==> config.mk <==
export PLATFORM = sky130hd
export DESIGN_NAME = sdt_ram
export DESIGN_NICKNAME = d
export VERILOG_FILES = /design/src/rtl/sdt_ram.sv
export SDC_FILE = /design/constraint.sdc
export NUM_CORES = 1
export LEC_CHECK = 0
export ABC_CLOCK_PERIOD_IN_PS = 3600
export BUFFER_PORTS_ARGS = -buffer_cell sky130_fd_sc_hd__clkbuf_2
export CORE_ASPECT_RATIO = 1.4
export CORE_MARGIN = 2
export CORE_UTILIZATION = 40
export DETAILED_ROUTE_END_ITERATION = 6
export PLACE_DENSITY = 0.54
export SLEW_MARGIN = 20
export SYNTH_ARGS = -nofsm -noshare
export SYNTH_HDL_FRONTEND = slang
export SYNTH_SLANG_ARGS = --single-unit
==> constraint.sdc <==
create_clock -name i_clk -period 3.6 [get_ports i_clk]
set_input_delay 0.54 -clock i_clk [delete_from_list [all_inputs] [get_ports i_clk]]
set_output_delay 0.54 -clock i_clk [all_outputs]
set_load 0.1 [all_outputs]
==> src/rtl/sdt_ram.sv <==
`default_nettype none
module sdt_ram #(
    parameter int WIDTH = 16,
    parameter int DEPTH = 16,
    parameter int AW    = (DEPTH > 1) ? $clog2(DEPTH) : 1
) (
    input  wire logic             i_clk,
    input  wire logic             i_we,
    input  wire logic [AW-1:0]    i_waddr,
    input  wire logic [WIDTH-1:0] i_wdata,
    input  wire logic             i_re,
    input  wire logic [AW-1:0]    i_raddr,
    output logic      [WIDTH-1:0] o_rdata
);

    logic [WIDTH-1:0] r_mem [DEPTH];

    always_ff @(posedge i_clk) begin
        if (i_we) begin
            r_mem[i_waddr] <= i_wdata;
        end
        if (i_re) begin
            o_rdata <= r_mem[i_raddr];
        end
    end

endmodule
`default_nettype wire
==> results.tsv <==
stage	metric	value	unit
synth	post-synth cell types	18	
floorplanning	core area	25200	um2
grt	gr usage total	16.8	%
detailed_routing	via/cell ratio	5.55	
floorplanning	Die X-Extent	139	um
worst_setup_path	CP cell instances	clkbuf_2	
sta	Final Worst Setup Slack	1.66	ns
grt	largest net degree at the start of global routing	65	
layout	ANT cells	0	
floorplanning	row count	69	
floorplanning	height of the chip	193	um
sta	Clock Skews	0.00759	ns
flow_run	# Max-Cap Violations	0	
grt	initial antenna violation count	0	
synth	sequential area share after synthesis	80.0	%
detailed_routing	Routed WL per cell	26.6	um
power_and_ir_drop	VDD IR max	0.000331	V
floorplanning	top-level I/O count	43	
synth	Syn Inst Count	432	
min_path	HP Class	in2reg	
detailed_routing	1st-pass router iterations	4	
placed_design	Post-Place Cells	794	
placed_design	hpwl dp	12.2	mm
sta	period utilization	53.9	%
detailed_routing	Vias	4646	
clock_tree	CTS Buf Count	24	
clock_tree	TritonCTS Sinks	272	
placed_design	IO Port Bufs	42	
layout	fin nets	528	
worst_setup_path	Worst EP required	3.06	ns
grt	first-pass GRT wire length	32.6	mm
worst_setup_path	endpoint type of the worst setup path	output port	
outcome	outcome	finished clean	
clock_tree	Max Buffers Root-to-Sink	3	
grt	gr ovfl total	0	
layout	Post-Layout Cell Count	837	
floorplanning	Starting Density	40.5	%
clock_tree	Clk Latency, worst-skew pair	0.52	ns
clock_tree	Post-CTS Setup Bufs	0	
worst_setup_path	crit start category	register	
power_and_ir_drop	PwrDens	591	nW/um2
clock_tree	H-tree levels	1	
sta	final setup violation count	0	
layout	share of cells above drive strength 1	33.2	%
clock_tree	post-cts sizing count	0	
worst_setup_path	Setup CP Type	reg2out	
layout	area grow syn2layout	16.4	%
placed_design	routability cong.	0.710	
sta	worst slew pin tran	1.03	ns
sta	RSZ-0062 raised after global routing	no	
layout	most frequent cells in the layout	272 x edfxtp_1, 54 x mux4_2, 41 x clkbuf_2	
synth	Cell Area, Synth	10200	um2
detailed_routing	drt total wl	22.2	mm
sta	min Tclk post-route	1.94	ns
worst_setup_path	kind of cell adding the most delay to the critical path	buffers and inverters	
clock_tree	Hold Buf Count CTS	0	
synth	top-area cell type share of the netlist area	80.0	%
synth	syn_nets	459	
sta	Final Max Tran Viols	0	
sta	fmax	515	MHz
worst_setup_path	peak fanout along the critical path	1	
worst_setup_path	largest stage delay on the critical path	0.49	ns
placed_design	pre-CTS WS	1.18	ns
detailed_routing	Antenna Nets Post-Route	0	
sta	setup TNS	0	ns
synth	leading area contributor after synthesis	edfxtp_1	
clock_tree	Reg clk slew, reported paths	0.07	ns
synth	ranking of synthesized cells by area	edfxtp_1 80%, mux4_2 12%, mux4_1 2.6%	
power_and_ir_drop	static leakage	3.85	nW
worst_setup_path	crit path buf inv count	1	
synth	#FFs+latches synth	272	
worst_setup_path	worst path arrival time	1.40	ns
synth	Ys Warns	0	
layout	most common cell after layout, fill and taps aside	edfxtp_1	
worst_setup_path	slowest cell on the critical path	clkbuf_2	
sta	Worst slew margin	31.4	%
clock_tree	CTS tree	yes	
detailed_routing	1st-iter DRT viols	420	
floorplanning	full die area	26800	um2
synth	Mapped Avg Cell Area	23.6	um2
detailed_routing	DRC viols	0	
sta	Hold Slack	0.426	ns
sta	endpoints failing hold	0	
clock_tree	root buffer cell	clkbuf_16	
grt	vias in the first global route	4918	
## area by class of cell
cell class / instances / area, um2
Tap cell: 319 / 399
Clock inverter: 17 / 314
Timing Repair Buffer: 64 / 403
Fill cell: 2069 / 13300
Multi-Input combinational cell: 139 / 1960
Clock buffer: 26 / 629
Sequential cell: 272 / 8170
## synthesized netlist by cell type (all sizes together)
cell type,n
clkbuf,8
nor2,13
nor2b,2
nand2b,2
nand3b,2
mux4,64
a22oi,32
or3b,1
nand2,17
edfxtp,272
nor3,4
nand3,1
buf,13
and2,1
## path summary, 6_finish.rpt
path / to / startpoint / depth (start not counted) / slack (ns)
setup reg to reg: o_rdata[1] / r_mem[1][1] / 3 / 2.15
setup / recovery: o_rdata[5] / o_rdata[5] / 1 / 1.66
hold reg to reg: o_rdata[2] / r_mem[12][2] / 3 / 0.74
hold / removal: r_mem[15][2] / i_wdata[2] / 1 / 0.43
## per-layer routing
layer  track usage [%]  up-vias  wire length, um
met5                 0        -                0
met4              5.59        0              592
met3              2.25       38              991
met2              29.1      121            11400
met1              22.2     2496             9250
li1                  -     1991                -
## flip-flops by register name (all words and copies together), names as in the netlist
register	count
o_rdata	16
r_mem	256
## cell families (layout without fill, tap and decap cells)
kind of cell	after synthesis	count (layout)	share of synthesized area, %
buf+inv	21	107	1.21
mux	64	64	14.5
simple gates	43	43	1.89
flops	272	272	80.0
compound gates	32	32	2.35
## where the power goes
| part | leakage [nW] | internal, W | switching, W |
|---|---|---|---|
| Clock | 0.453 | 0.00191 | 0.00111 |
| Sequential | 2.47 | 0.00357 | 0.0000195 |
| Combinational | 0.921 | 0.000127 | 0.000291 |
## per-stage QoR
| step | area [um2] | power, W | util, % |
|---|---|---|---|
| floorplan | 10200 | 0.00393 | - |
| CTS | 11900 | 0.00708 | 47.1 |
| detailed placement | 10900 | 0.00408 | 43.4 |
| global placement | 10900 | 0.00407 | 43.4 |
| finish | 11900 | 0.00702 | 47.1 |
| global route | 11900 | 0.00722 | 47.1 |
No activity file was read; power rests on OpenSTA's default activity.
